### src/mck_pkg.sv
// Package for the Morse code keyer: sequencer states, segment request type,
// unit counts and the character-to-code table.
// No dependencies; used by every module in src.
package mck_pkg;

  localparam int unsigned CharW     = 8;
  localparam int unsigned UnitLenW  = 16;
  localparam int unsigned DurW      = 18;
  localparam int unsigned UnitsW    = 3;
  localparam int unsigned MaxElems  = 7;
  localparam int unsigned ElemIdxW  = 3;
  localparam int unsigned TableIdxW = 6;
  localparam int unsigned TdataW    = 24;  // key_on + duration, padded to bytes
  localparam int unsigned PaddrW    = 2;

  localparam logic [UnitLenW-1:0] UnitLenReset = 16'd100;

  // Unit counts of each segment kind
  localparam logic [UnitsW-1:0] DotUnits    = 3'd1;
  localparam logic [UnitsW-1:0] DashUnits   = 3'd3;
  localparam logic [UnitsW-1:0] ElemGapUnits = 3'd1;
  localparam logic [UnitsW-1:0] LetterGapUnits = 3'd2;
  localparam logic [UnitsW-1:0] WordGapUnits = 3'd4;

  // Character codes
  localparam logic [CharW-1:0] CharSpace   = 8'd32;
  localparam logic [CharW-1:0] CharFirst   = 8'd33;   // '!'
  localparam logic [CharW-1:0] CharLast    = 8'd95;   // '_'
  localparam logic [CharW-1:0] CharLowA    = 8'd97;
  localparam logic [CharW-1:0] CharLowZ    = 8'd122;
  localparam logic [CharW-1:0] CaseOffset  = 8'd32;

  // Register addresses
  localparam logic [PaddrW-1:0] AddrUnitLen = 2'd0;

  typedef enum logic [1:0] {
    StIdle,
    StMark,
    StSpace,
    StEnd
  } seq_state_e;

  // One keying segment handed from the sequencer to the duration unit
  typedef struct packed {
    logic              key_on;
    logic [UnitsW-1:0] units;
    logic              last;
  } seg_req_t;

  // Code entry: element count (0 = unmapped) and pattern, first element in
  // bit 6, dash = 1
  typedef struct packed {
    logic [2:0] len;
    logic [MaxElems-1:0] pat;
  } code_t;

  function automatic code_t code_lookup(input logic [TableIdxW-1:0] idx);
    code_t c;
    c = '{len: 3'd0, pat: 7'b0000000};
    case (idx)
      6'd0:  c = '{len: 3'd6, pat: 7'b1010110};  // !
      6'd1:  c = '{len: 3'd6, pat: 7'b0100100};  // "
      6'd3:  c = '{len: 3'd7, pat: 7'b0001001};  // $
      6'd5:  c = '{len: 3'd5, pat: 7'b0100000};  // &
      6'd6:  c = '{len: 3'd6, pat: 7'b0111100};  // '
      6'd7:  c = '{len: 3'd5, pat: 7'b1011000};  // (
      6'd8:  c = '{len: 3'd6, pat: 7'b1011010};  // )
      6'd10: c = '{len: 3'd5, pat: 7'b0101000};  // +
      6'd11: c = '{len: 3'd6, pat: 7'b1100110};  // ,
      6'd12: c = '{len: 3'd6, pat: 7'b1000010};  // -
      6'd13: c = '{len: 3'd6, pat: 7'b0101010};  // .
      6'd14: c = '{len: 3'd5, pat: 7'b1001000};  // /
      6'd15: c = '{len: 3'd5, pat: 7'b1111100};  // 0
      6'd16: c = '{len: 3'd5, pat: 7'b0111100};  // 1
      6'd17: c = '{len: 3'd5, pat: 7'b0011100};  // 2
      6'd18: c = '{len: 3'd5, pat: 7'b0001100};  // 3
      6'd19: c = '{len: 3'd5, pat: 7'b0000100};  // 4
      6'd20: c = '{len: 3'd5, pat: 7'b0000000};  // 5
      6'd21: c = '{len: 3'd5, pat: 7'b1000000};  // 6
      6'd22: c = '{len: 3'd5, pat: 7'b1100000};  // 7
      6'd23: c = '{len: 3'd5, pat: 7'b1110000};  // 8
      6'd24: c = '{len: 3'd5, pat: 7'b1111000};  // 9
      6'd25: c = '{len: 3'd6, pat: 7'b1110000};  // :
      6'd26: c = '{len: 3'd6, pat: 7'b1010100};  // ;
      6'd28: c = '{len: 3'd5, pat: 7'b1000100};  // =
      6'd30: c = '{len: 3'd6, pat: 7'b0011000};  // ?
      6'd31: c = '{len: 3'd6, pat: 7'b0110100};  // @
      6'd32: c = '{len: 3'd2, pat: 7'b0100000};  // A
      6'd33: c = '{len: 3'd4, pat: 7'b1000000};  // B
      6'd34: c = '{len: 3'd4, pat: 7'b1010000};  // C
      6'd35: c = '{len: 3'd3, pat: 7'b1000000};  // D
      6'd36: c = '{len: 3'd1, pat: 7'b0000000};  // E
      6'd37: c = '{len: 3'd4, pat: 7'b0010000};  // F
      6'd38: c = '{len: 3'd3, pat: 7'b1100000};  // G
      6'd39: c = '{len: 3'd4, pat: 7'b0000000};  // H
      6'd40: c = '{len: 3'd2, pat: 7'b0000000};  // I
      6'd41: c = '{len: 3'd4, pat: 7'b0111000};  // J
      6'd42: c = '{len: 3'd3, pat: 7'b1010000};  // K
      6'd43: c = '{len: 3'd4, pat: 7'b0100000};  // L
      6'd44: c = '{len: 3'd2, pat: 7'b1100000};  // M
      6'd45: c = '{len: 3'd2, pat: 7'b1000000};  // N
      6'd46: c = '{len: 3'd3, pat: 7'b1110000};  // O
      6'd47: c = '{len: 3'd4, pat: 7'b0110000};  // P
      6'd48: c = '{len: 3'd4, pat: 7'b1101000};  // Q
      6'd49: c = '{len: 3'd3, pat: 7'b0100000};  // R
      6'd50: c = '{len: 3'd3, pat: 7'b0000000};  // S
      6'd51: c = '{len: 3'd1, pat: 7'b1000000};  // T
      6'd52: c = '{len: 3'd3, pat: 7'b0010000};  // U
      6'd53: c = '{len: 3'd4, pat: 7'b0001000};  // V
      6'd54: c = '{len: 3'd3, pat: 7'b0110000};  // W
      6'd55: c = '{len: 3'd4, pat: 7'b1001000};  // X
      6'd56: c = '{len: 3'd4, pat: 7'b1011000};  // Y
      6'd57: c = '{len: 3'd4, pat: 7'b1100000};  // Z
      6'd62: c = '{len: 3'd6, pat: 7'b0011010};  // _
      default: c = '{len: 3'd0, pat: 7'b0000000};
    endcase
    return c;
  endfunction

endpackage

### src/morse_code_keyer_unit.sv
// Morse code keyer, top level: APB register, sequencer, duration unit and
// output register. Depends on mck_pkg, mck_seq and mck_dur.
//
// Usage:
//   s_axis: one ASCII character per transfer in tdata[7:0]. Lowercase is
//   folded to uppercase; characters without a code are taken and dropped.
//   m_axis: one keying segment per transfer, tdata[0] = key_on,
//   tdata[18:1] = duration in ticks, tlast marks the character's final gap.
//   APB: unit length at byte address 0 (reset 100), write only while idle.
// Timing:
//   Between the input transfer and the first valid segment lie the sequencer
//   state register and the output register. With an always-ready receiver a
//   character of n elements gives 2n+1 segments on consecutive cycles; the
//   next input transfer is taken only once the sequencer is back in idle.
//   Each segment's duration comes from one pass through the shared shift-add
//   unit, one segment per cycle while m_axis_tready is high.
// Reset and stall:
//   Reset empties the output register, returns the sequencer to idle and
//   sets the unit length to 100. While m_axis_tready is low the segment
//   holds in the output register and the sequencer waits.
module morse_code_keyer_unit (
  input  logic                        clk_i,
  input  logic                        rst_ni,
  // APB configuration port
  input  logic                        psel,
  input  logic                        penable,
  input  logic                        pwrite,
  input  logic [mck_pkg::PaddrW-1:0]  paddr,
  input  logic [31:0]                 pwdata,
  output logic [31:0]                 prdata,
  output logic                        pready,
  // Input characters
  input  logic                        s_axis_tvalid,
  output logic                        s_axis_tready,
  input  logic [7:0]                  s_axis_tdata,   // [7:0] character
  // Output segments
  output logic                        m_axis_tvalid,
  input  logic                        m_axis_tready,
  output logic [mck_pkg::TdataW-1:0]  m_axis_tdata,   // [0] key_on, [18:1] duration
  output logic                        m_axis_tlast    // last
);

  logic [mck_pkg::UnitLenW-1:0] unit_len_q;
  logic                         cfg_wr;
  logic                         in_xfer;
  logic                         adv;
  logic                         seq_idle;
  logic                         seg_valid;
  mck_pkg::seg_req_t            seg;
  logic [mck_pkg::DurW-1:0]     seg_dur;

  logic                         out_valid_q;
  logic                         out_key_q;
  logic [mck_pkg::DurW-1:0]     out_dur_q;
  logic                         out_last_q;

  // Configuration register
  assign pready = 1'b1;
  assign cfg_wr = psel && penable && pwrite && (paddr == mck_pkg::AddrUnitLen);

  always_ff @(posedge clk_i or negedge rst_ni) begin
    if (!rst_ni) begin
      unit_len_q <= mck_pkg::UnitLenReset;
    end else if (cfg_wr) begin
      unit_len_q <= pwdata[mck_pkg::UnitLenW-1:0];
    end
  end

  always_comb begin
    prdata = '0;
    if (paddr == mck_pkg::AddrUnitLen) begin
      prdata = {16'd0, unit_len_q};
    end
  end

  // Handshakes
  assign s_axis_tready = seq_idle;
  assign in_xfer       = s_axis_tvalid && seq_idle;
  assign adv           = !out_valid_q || m_axis_tready;

  mck_seq u_seq (
    .clk_i       (clk_i),
    .rst_ni      (rst_ni),
    .in_xfer_i   (in_xfer),
    .in_char_i   (s_axis_tdata),
    .adv_i       (adv),
    .idle_o      (seq_idle),
    .seg_valid_o (seg_valid),
    .seg_o       (seg)
  );

  mck_dur u_dur (
    .units_i    (seg.units),
    .unit_len_i (unit_len_q),
    .duration_o (seg_dur)
  );

  // Output register
  always_ff @(posedge clk_i or negedge rst_ni) begin
    if (!rst_ni) begin
      out_valid_q <= 1'b0;
    end else if (adv) begin
      out_valid_q <= seg_valid;
    end
  end

  always_ff @(posedge clk_i) begin
    if (adv && seg_valid) begin
      out_key_q  <= seg.key_on;
      out_dur_q  <= seg_dur;
      out_last_q <= seg.last;
    end
  end

  assign m_axis_tvalid = out_valid_q;
  assign m_axis_tdata  = {5'd0, out_dur_q, out_key_q};
  assign m_axis_tlast  = out_last_q;

`ifndef NO_ASSERTIONS
  // A key-on segment never ends a character
  assert property (@(posedge clk_i) disable iff (!rst_ni)
    (m_axis_tvalid && out_key_q) |-> !out_last_q)
    else $error("key-on segment marked last");

  // A key-on segment lasts one or three units
  assert property (@(posedge clk_i) disable iff (!rst_ni)
    (m_axis_tvalid && out_key_q) |->
      (out_dur_q == {2'b00, unit_len_q}) ||
      (out_dur_q == ({2'b00, unit_len_q} + {1'b0, unit_len_q, 1'b0})))
    else $error("key-on duration is not a dot or a dash");

  // A space keeps the block busy for its word gap
  assert property (@(posedge clk_i) disable iff (!rst_ni)
    (in_xfer && (s_axis_tdata == mck_pkg::CharSpace)) |=> (!s_axis_tready && seg_valid))
    else $error("space produced no word gap");
`endif

endmodule

### src/mck_dur.sv
// Shared duration unit: segment unit count times the unit length.
// Shift-and-add over the three unit-count bits; depends on mck_pkg.
module mck_dur (
  input  logic [mck_pkg::UnitsW-1:0]   units_i,
  input  logic [mck_pkg::UnitLenW-1:0] unit_len_i,
  output logic [mck_pkg::DurW-1:0]     duration_o
);

  logic [mck_pkg::DurW-1:0] term0, term1, term2;

  // Partial products for unit counts 1, 2 and 4
  assign term0 = {2'b00, unit_len_i} & {mck_pkg::DurW{units_i[0]}};
  assign term1 = {1'b0, unit_len_i, 1'b0} & {mck_pkg::DurW{units_i[1]}};
  assign term2 = {unit_len_i, 2'b00} & {mck_pkg::DurW{units_i[2]}};

  assign duration_o = term0 + term1 + term2;

endmodule

### src/mck_seq.sv
// Segment sequencer: looks up the character and walks its elements, one
// segment per step, while the output side can take it. Depends on mck_pkg.
module mck_seq (
  input  logic                      clk_i,
  input  logic                      rst_ni,
  input  logic                      in_xfer_i,
  input  logic [mck_pkg::CharW-1:0] in_char_i,
  input  logic                      adv_i,
  output logic                      idle_o,
  output logic                      seg_valid_o,
  output mck_pkg::seg_req_t         seg_o
);

  mck_pkg::seq_state_e state_q, state_d;
  mck_pkg::code_t      code_q, code_d;
  logic [mck_pkg::ElemIdxW-1:0] idx_q, idx_d;
  logic                         word_q, word_d;

  logic [mck_pkg::CharW-1:0] char_fold;
  logic [mck_pkg::CharW-1:0] char_off;
  mck_pkg::code_t            code_lu;
  logic                      in_table;

  // Case folding and table lookup of the incoming character
  always_comb begin
    if (in_char_i inside {[mck_pkg::CharLowA:mck_pkg::CharLowZ]}) begin
      char_fold = in_char_i - mck_pkg::CaseOffset;
    end else begin
      char_fold = in_char_i;
    end
    in_table = char_fold inside {[mck_pkg::CharFirst:mck_pkg::CharLast]};
    char_off = char_fold - mck_pkg::CharFirst;
    code_lu  = mck_pkg::code_lookup(char_off[mck_pkg::TableIdxW-1:0]);
  end

  always_ff @(posedge clk_i or negedge rst_ni) begin
    if (!rst_ni) begin
      state_q <= mck_pkg::StIdle;
    end else begin
      state_q <= state_d;
    end
  end

  always_ff @(posedge clk_i) begin
    code_q <= code_d;
    idx_q  <= idx_d;
    word_q <= word_d;
  end

  // Next state and segment request
  always_comb begin
    state_d     = state_q;
    code_d      = code_q;
    idx_d       = idx_q;
    word_d      = word_q;
    idle_o      = 1'b0;
    seg_valid_o = 1'b0;
    seg_o       = '{key_on: 1'b0, units: mck_pkg::ElemGapUnits, last: 1'b0};
    case (state_q)
      mck_pkg::StIdle: begin
        idle_o = 1'b1;
        if (in_xfer_i) begin
          idx_d  = '0;
          code_d = code_lu;
          if (in_char_i == mck_pkg::CharSpace) begin
            word_d  = 1'b1;
            state_d = mck_pkg::StEnd;
          end else if (in_table && (code_lu.len != 3'd0)) begin
            word_d  = 1'b0;
            state_d = mck_pkg::StMark;
          end
        end
      end
      mck_pkg::StMark: begin
        seg_valid_o  = 1'b1;
        seg_o.key_on = 1'b1;
        seg_o.units  = code_q.pat[3'd6 - idx_q] ? mck_pkg::DashUnits : mck_pkg::DotUnits;
        if (adv_i) begin
          state_d = mck_pkg::StSpace;
        end
      end
      mck_pkg::StSpace: begin
        seg_valid_o = 1'b1;
        if (adv_i) begin
          if (idx_q + 3'd1 == code_q.len) begin
            state_d = mck_pkg::StEnd;
          end else begin
            idx_d   = idx_q + 3'd1;
            state_d = mck_pkg::StMark;
          end
        end
      end
      mck_pkg::StEnd: begin
        seg_valid_o = 1'b1;
        seg_o.units = word_q ? mck_pkg::WordGapUnits : mck_pkg::LetterGapUnits;
        seg_o.last  = 1'b1;
        if (adv_i) begin
          state_d = mck_pkg::StIdle;
        end
      end
      default: begin
        state_d = mck_pkg::StIdle;
      end
    endcase
  end

endmodule
### config.mk
export PLATFORM = sky130hd
export DESIGN_NAME = morse_code_keyer_unit
export DESIGN_NICKNAME = d
export VERILOG_FILES = /design/src/mck_pkg.sv /design/src/morse_code_keyer_unit.sv /design/src/mck_dur.sv /design/src/mck_seq.sv
export SDC_FILE = /design/constraint.sdc
export NUM_CORES = 1
export LEC_CHECK = 0
export BUFFER_PORTS_ARGS = -buffer_cell sky130_fd_sc_hd__buf_2
export CAP_MARGIN = 15
export CORE_ASPECT_RATIO = 0.75
export CORE_UTILIZATION = 55
export DETAILED_ROUTE_END_ITERATION = 10
export PLACE_DENSITY_LB_ADDON = 0.25
export SLEW_MARGIN = 5
export SYNTH_ARGS = -nofsm -noshare
export SYNTH_HDL_FRONTEND = slang
export SYNTH_SLANG_ARGS = --single-unit
### constraint.sdc
create_clock -name clk_i -period 12.9 [get_ports clk_i]
set_input_delay 0.645 -clock clk_i [delete_from_list [all_inputs] [get_ports clk_i]]
set_output_delay 0.645 -clock clk_i [all_outputs]
set_load 0.05 [all_outputs]
==> flow_summary.toml <==
[worst_setup_path]
setup.reg_to_reg.worst_slack_ps = 7440
critical_path.top_delay_family = "compound AO/OA/AOI/OAI gates"
crit_start = "u_seq.idx_q[0]"
crit_path_end = "out_dur_q[16]"
path_buf_inv = 2
cp_depth = 21
worstReg2RegEnd = "out_dur_q[16]"
worst-path-max-fanout = 12
timing.setup.critical_path_class = "reg2reg"
critPathArrivalTime_ps = 5490
cp_cell_sequence = "ha_1, xnor2_1, mux2i_1, o221ai_1, o21ai_0, mux2i_1, and2_1, nand2_1, fa_1, inv_1, ha_1, inv_1, fa_1, nor2b_1, o21a_1, o21ai_0, a21oi_1, o21ai_0, a21oi_1, mux2i_1, o311ai_0"
reg2reg_depth = 21
worstPathRequired_ps = 12920
timing.critical_path.to_type = "flip-flop"
worst_setup_path_start_kind = "flip-flop"
cpPeakStageDelay_ps = 510
rr_startpoint = "u_seq.idx_q[0]"
crit_path_slowest_cell = "sky130_fd_sc_hd__edfxtp_1"

[timing]
worst_slew_pin_slew_ps = 1167
post-route-min-period_ps = 5463
setup_slack_ps = 7437
achievable-frequency_mhz = 183.0
finalMaxSlewViolations = 0
fin_crit_sh = 0.4235
slew_headroom = 0.2196
worst_clock_skew_ps = 3.561
timing.setup.tns_ps = 0
timing.final.hold_violations = 0
setup_violations = 0
grt_setup_unrepaired = "no"

[logic_synthesis]
post_synth_main_area_contributors = "sky130_fd_sc_hd__edfxtp_1, sky130_fd_sc_hd__dfrtp_1, sky130_fd_sc_hd__ha_1"
post_synth_instance_area_mm2 = 0.005230
yosys.cell_types.count = 77
synth_area_leader_cell = "sky130_fd_sc_hd__edfxtp_1"
postSynthRegisterBits = 53
synth_async_sr_flop_share = 0.3585
postSynthCellCount = 613
ys_dominant_reg_cell = "sky130_fd_sc_hd__edfxtp_1"
avgSynthCellArea_um2 = 8.532
netlist.area_leader.share = 0.1952
synth_edf_count = 34
synth_warnings = 0
ys_seq_area_frac = 0.2868

[global_routing]
grt_first_pass_wirelength_mm = 20.26
grt_start_max_net_pins = 43
first_global_vias = 4133
grt-ovfl-total = 0
grt.total_usage = 0.2605
antenna_violations_before_repair = 1

[final_layout]
n_antenna_cell = 0
multi_input_area_mm2 = 0.003294
nets = 741
area_growth_syn_to_layout_pct = 7.560
finalInstanceArea_mm2 = 0.005625
regArea_mm2 = 0.001500
post_route_cells_drive_above_1_share = 0.1769
fillCellCount = 819

[cts]
htree_num_levels = 2
cts_hold_buffers = 0
cts_made_buffers = 5
cts.path.max_buffers = 2
cts_root_buf = "sky130_fd_sc_hd__clkbuf_16"
postCtsResizedCells = 0
clock_latency_ps = 300
tritoncts_clock_tree = "done"
cts_post_setup_buffers_inserted = 0
clock-sinks = 53
clkTransAtPathRegs_ps = 70

[pwr]
netSwitchingPower_uw = 457.7
peakVddDrop_uv = 96.15
comb_power_share = 0.543
total_leakage_power_nw = 2.513
seq_power_share = 0.318
cellInternalPower_uw = 503.6
netSwitchingFraction = 0.4761
power.density_mw_per_mm2 = 170.9
power.clock.fraction = 0.139

[route]
drc_errors = 0
met2RoutedLength_mm = 5.140
post_drt_via_cell_ratio = 5.884
vias = 4578
met3_length_um = 950
avgRoutedWirePerCell_um = 15.69
topRoutingLayerUsed = "met5"
ant_nets = 0
routed_wire_length_mm = 12.21
detail_route.wirelength.met1_mm = 5.898
firstDrtPassIters = 5
number_of_design_rule_violations_left_by_the_first_detailed_router_iteration = 367

[floorplan]
core_area_mm2 = 0.009121
floorplan.initialDensity = 0.5734
io_pins = 109
fp-row-count = 30
die_height_um = 86.45
dieWidth_um = 114.6
floorplan.die_area_mm2 = 0.009907

[flow_run]
cap_violations = 0

[placed_design]
gp_congestion = 0.9101
dpl-instance-area_mm2 = 0.005482
post-place-ws_ps = 7510
dp_hpwl_mm = 9.119
numPortBuffers = 70

[run_status]
status = "finished clean"

[hold_path]
timing.hold.worst.class = "in2async"
[routing by layer]
layer / vias up / global-route usage
met5: - / 0
met4: 2 / 0.06257
met2: 223 / 0.3851
met1: 2157 / 0.3879
li1: 2173 / -
met3: 23 / 0.05594
[registers in the layout, summed over array words and instances (netlist names)]
name / flops
out_dur_q: 18
m_axis_tvalid: 1
u_seq.code_q: 10
m_axis_tlast: 1
out_key_q: 1
u_seq.state_q: 2
unit_len_q: 16
u_seq.idx_q: 3
u_seq.word_q: 1
[worst min-delay path by stage]
stage                         startpoint             end  slack [ps]  depth (start not counted)
after global placement    unit_len_q[14]  unit_len_q[14]         560                          1
after CTS                         rst_ni   m_axis_tvalid         330                          1
after detailed placement   unit_len_q[0]   unit_len_q[0]         560                          1
after floorplan                   rst_ni   m_axis_tvalid         350                          0
final                             rst_ni   m_axis_tvalid         300                          1
after global routing              rst_ni   m_axis_tvalid         340                          1
[layout make-up]
type                       count  share of cell area
multi-input combinational    474              0.5856
sequential                    53              0.2667
timing repair buffer          72             0.06495
inverter                      43             0.02869
tap                          128             0.02847
clock buffer                   6             0.02291
clock inverter                 2            0.002669
[cell families after synthesis]
kind of cell               Yosys count  synth area share
DFF                                 53            0.2868
AOI/OAI and AO/OA                  135            0.1792
other                                2          0.001436
muxes                               25           0.05431
adders and majority gates           44            0.1263
buffers and inverters              106           0.09808
and+or+nand+nor                    223            0.2105
xor gates and xnor gates            25           0.04330
[metrics by stage]
stage	utilization	instances	hold WS, ps	power, mW
6_report	0.6167	778	300.6	0.9613
5_1_grt	0.6167	778	343.8	1.025
4_1_cts	0.6167	778	327.4	0.9598
3_5_place_dp	0.6010	770	564.3	0.8249
3_3_place_gp	0.6010	770	563.0	0.8098
2_1_floorplan	-	633	349.4	0.7369
[power groups by stage]
stage / sequential (mW) / combinational [mW] / clock, mW
floorplan: 0.407 / 0.330 / 0
global placement: 0.306 / 0.504 / 0
detailed placement: 0.308 / 0.517 / 0
CTS: 0.305 / 0.520 / 0.135
global route: 0.313 / 0.572 / 0.140
finish: 0.305 / 0.522 / 0.134
[synth_stat cells (all sizes together) (3+ instances only)]
cell and count:
nand3b 3, inv 43, fa 15, a21oi 27, o41ai 4, xnor2 18
buf 34, ha 28, or2 4, and3 7, nand2b 10, edfxtp 34
mux2i 7, dfstp 3, nor4 4, nor2 45, o311ai 4, o21ai 33
a31oi 4, nor2b 12, o22ai 5, a311oi 4, nand3 14, clkbuf 29
nor3 9, a21boi 3, mux2 17, xor2 7, o211ai 8, a21o 5
dfrtp 16, nand2 77, o221ai 3, o2bb2ai 3, a211oi 7, and2 28
[layout by cell type, fill, tap and decap left out, types with 5 or more instances in the layout]
| cell type | n |
|---|---|
| sky130_fd_sc_hd__a21o_1 | 5 |
| sky130_fd_sc_hd__dfrtp_1 | 16 |
| sky130_fd_sc_hd__and3_1 | 7 |
| sky130_fd_sc_hd__nand2b_1 | 10 |
| sky130_fd_sc_hd__buf_2 | 70 |
| sky130_fd_sc_hd__conb_1 | 22 |
| sky130_fd_sc_hd__xor2_1 | 6 |
| sky130_fd_sc_hd__a21oi_1 | 27 |
| sky130_fd_sc_hd__o22ai_1 | 5 |
| sky130_fd_sc_hd__o211ai_1 | 8 |
| sky130_fd_sc_hd__a211oi_1 | 7 |
| sky130_fd_sc_hd__nor3_1 | 7 |
| sky130_fd_sc_hd__nand2_1 | 77 |
| sky130_fd_sc_hd__fa_1 | 15 |
| sky130_fd_sc_hd__nand3_1 | 14 |
| sky130_fd_sc_hd__edfxtp_1 | 34 |
| sky130_fd_sc_hd__mux2_2 | 17 |
| sky130_fd_sc_hd__o21ai_0 | 32 |
| sky130_fd_sc_hd__nor2b_1 | 12 |
| sky130_fd_sc_hd__mux2i_1 | 7 |
| sky130_fd_sc_hd__and2_1 | 28 |
| sky130_fd_sc_hd__inv_1 | 41 |
| sky130_fd_sc_hd__xnor2_1 | 18 |
| sky130_fd_sc_hd__clkbuf_16 | 5 |
| sky130_fd_sc_hd__ha_1 | 28 |
| sky130_fd_sc_hd__nor2_1 | 43 |
Power figures use the tool's default switching activity.
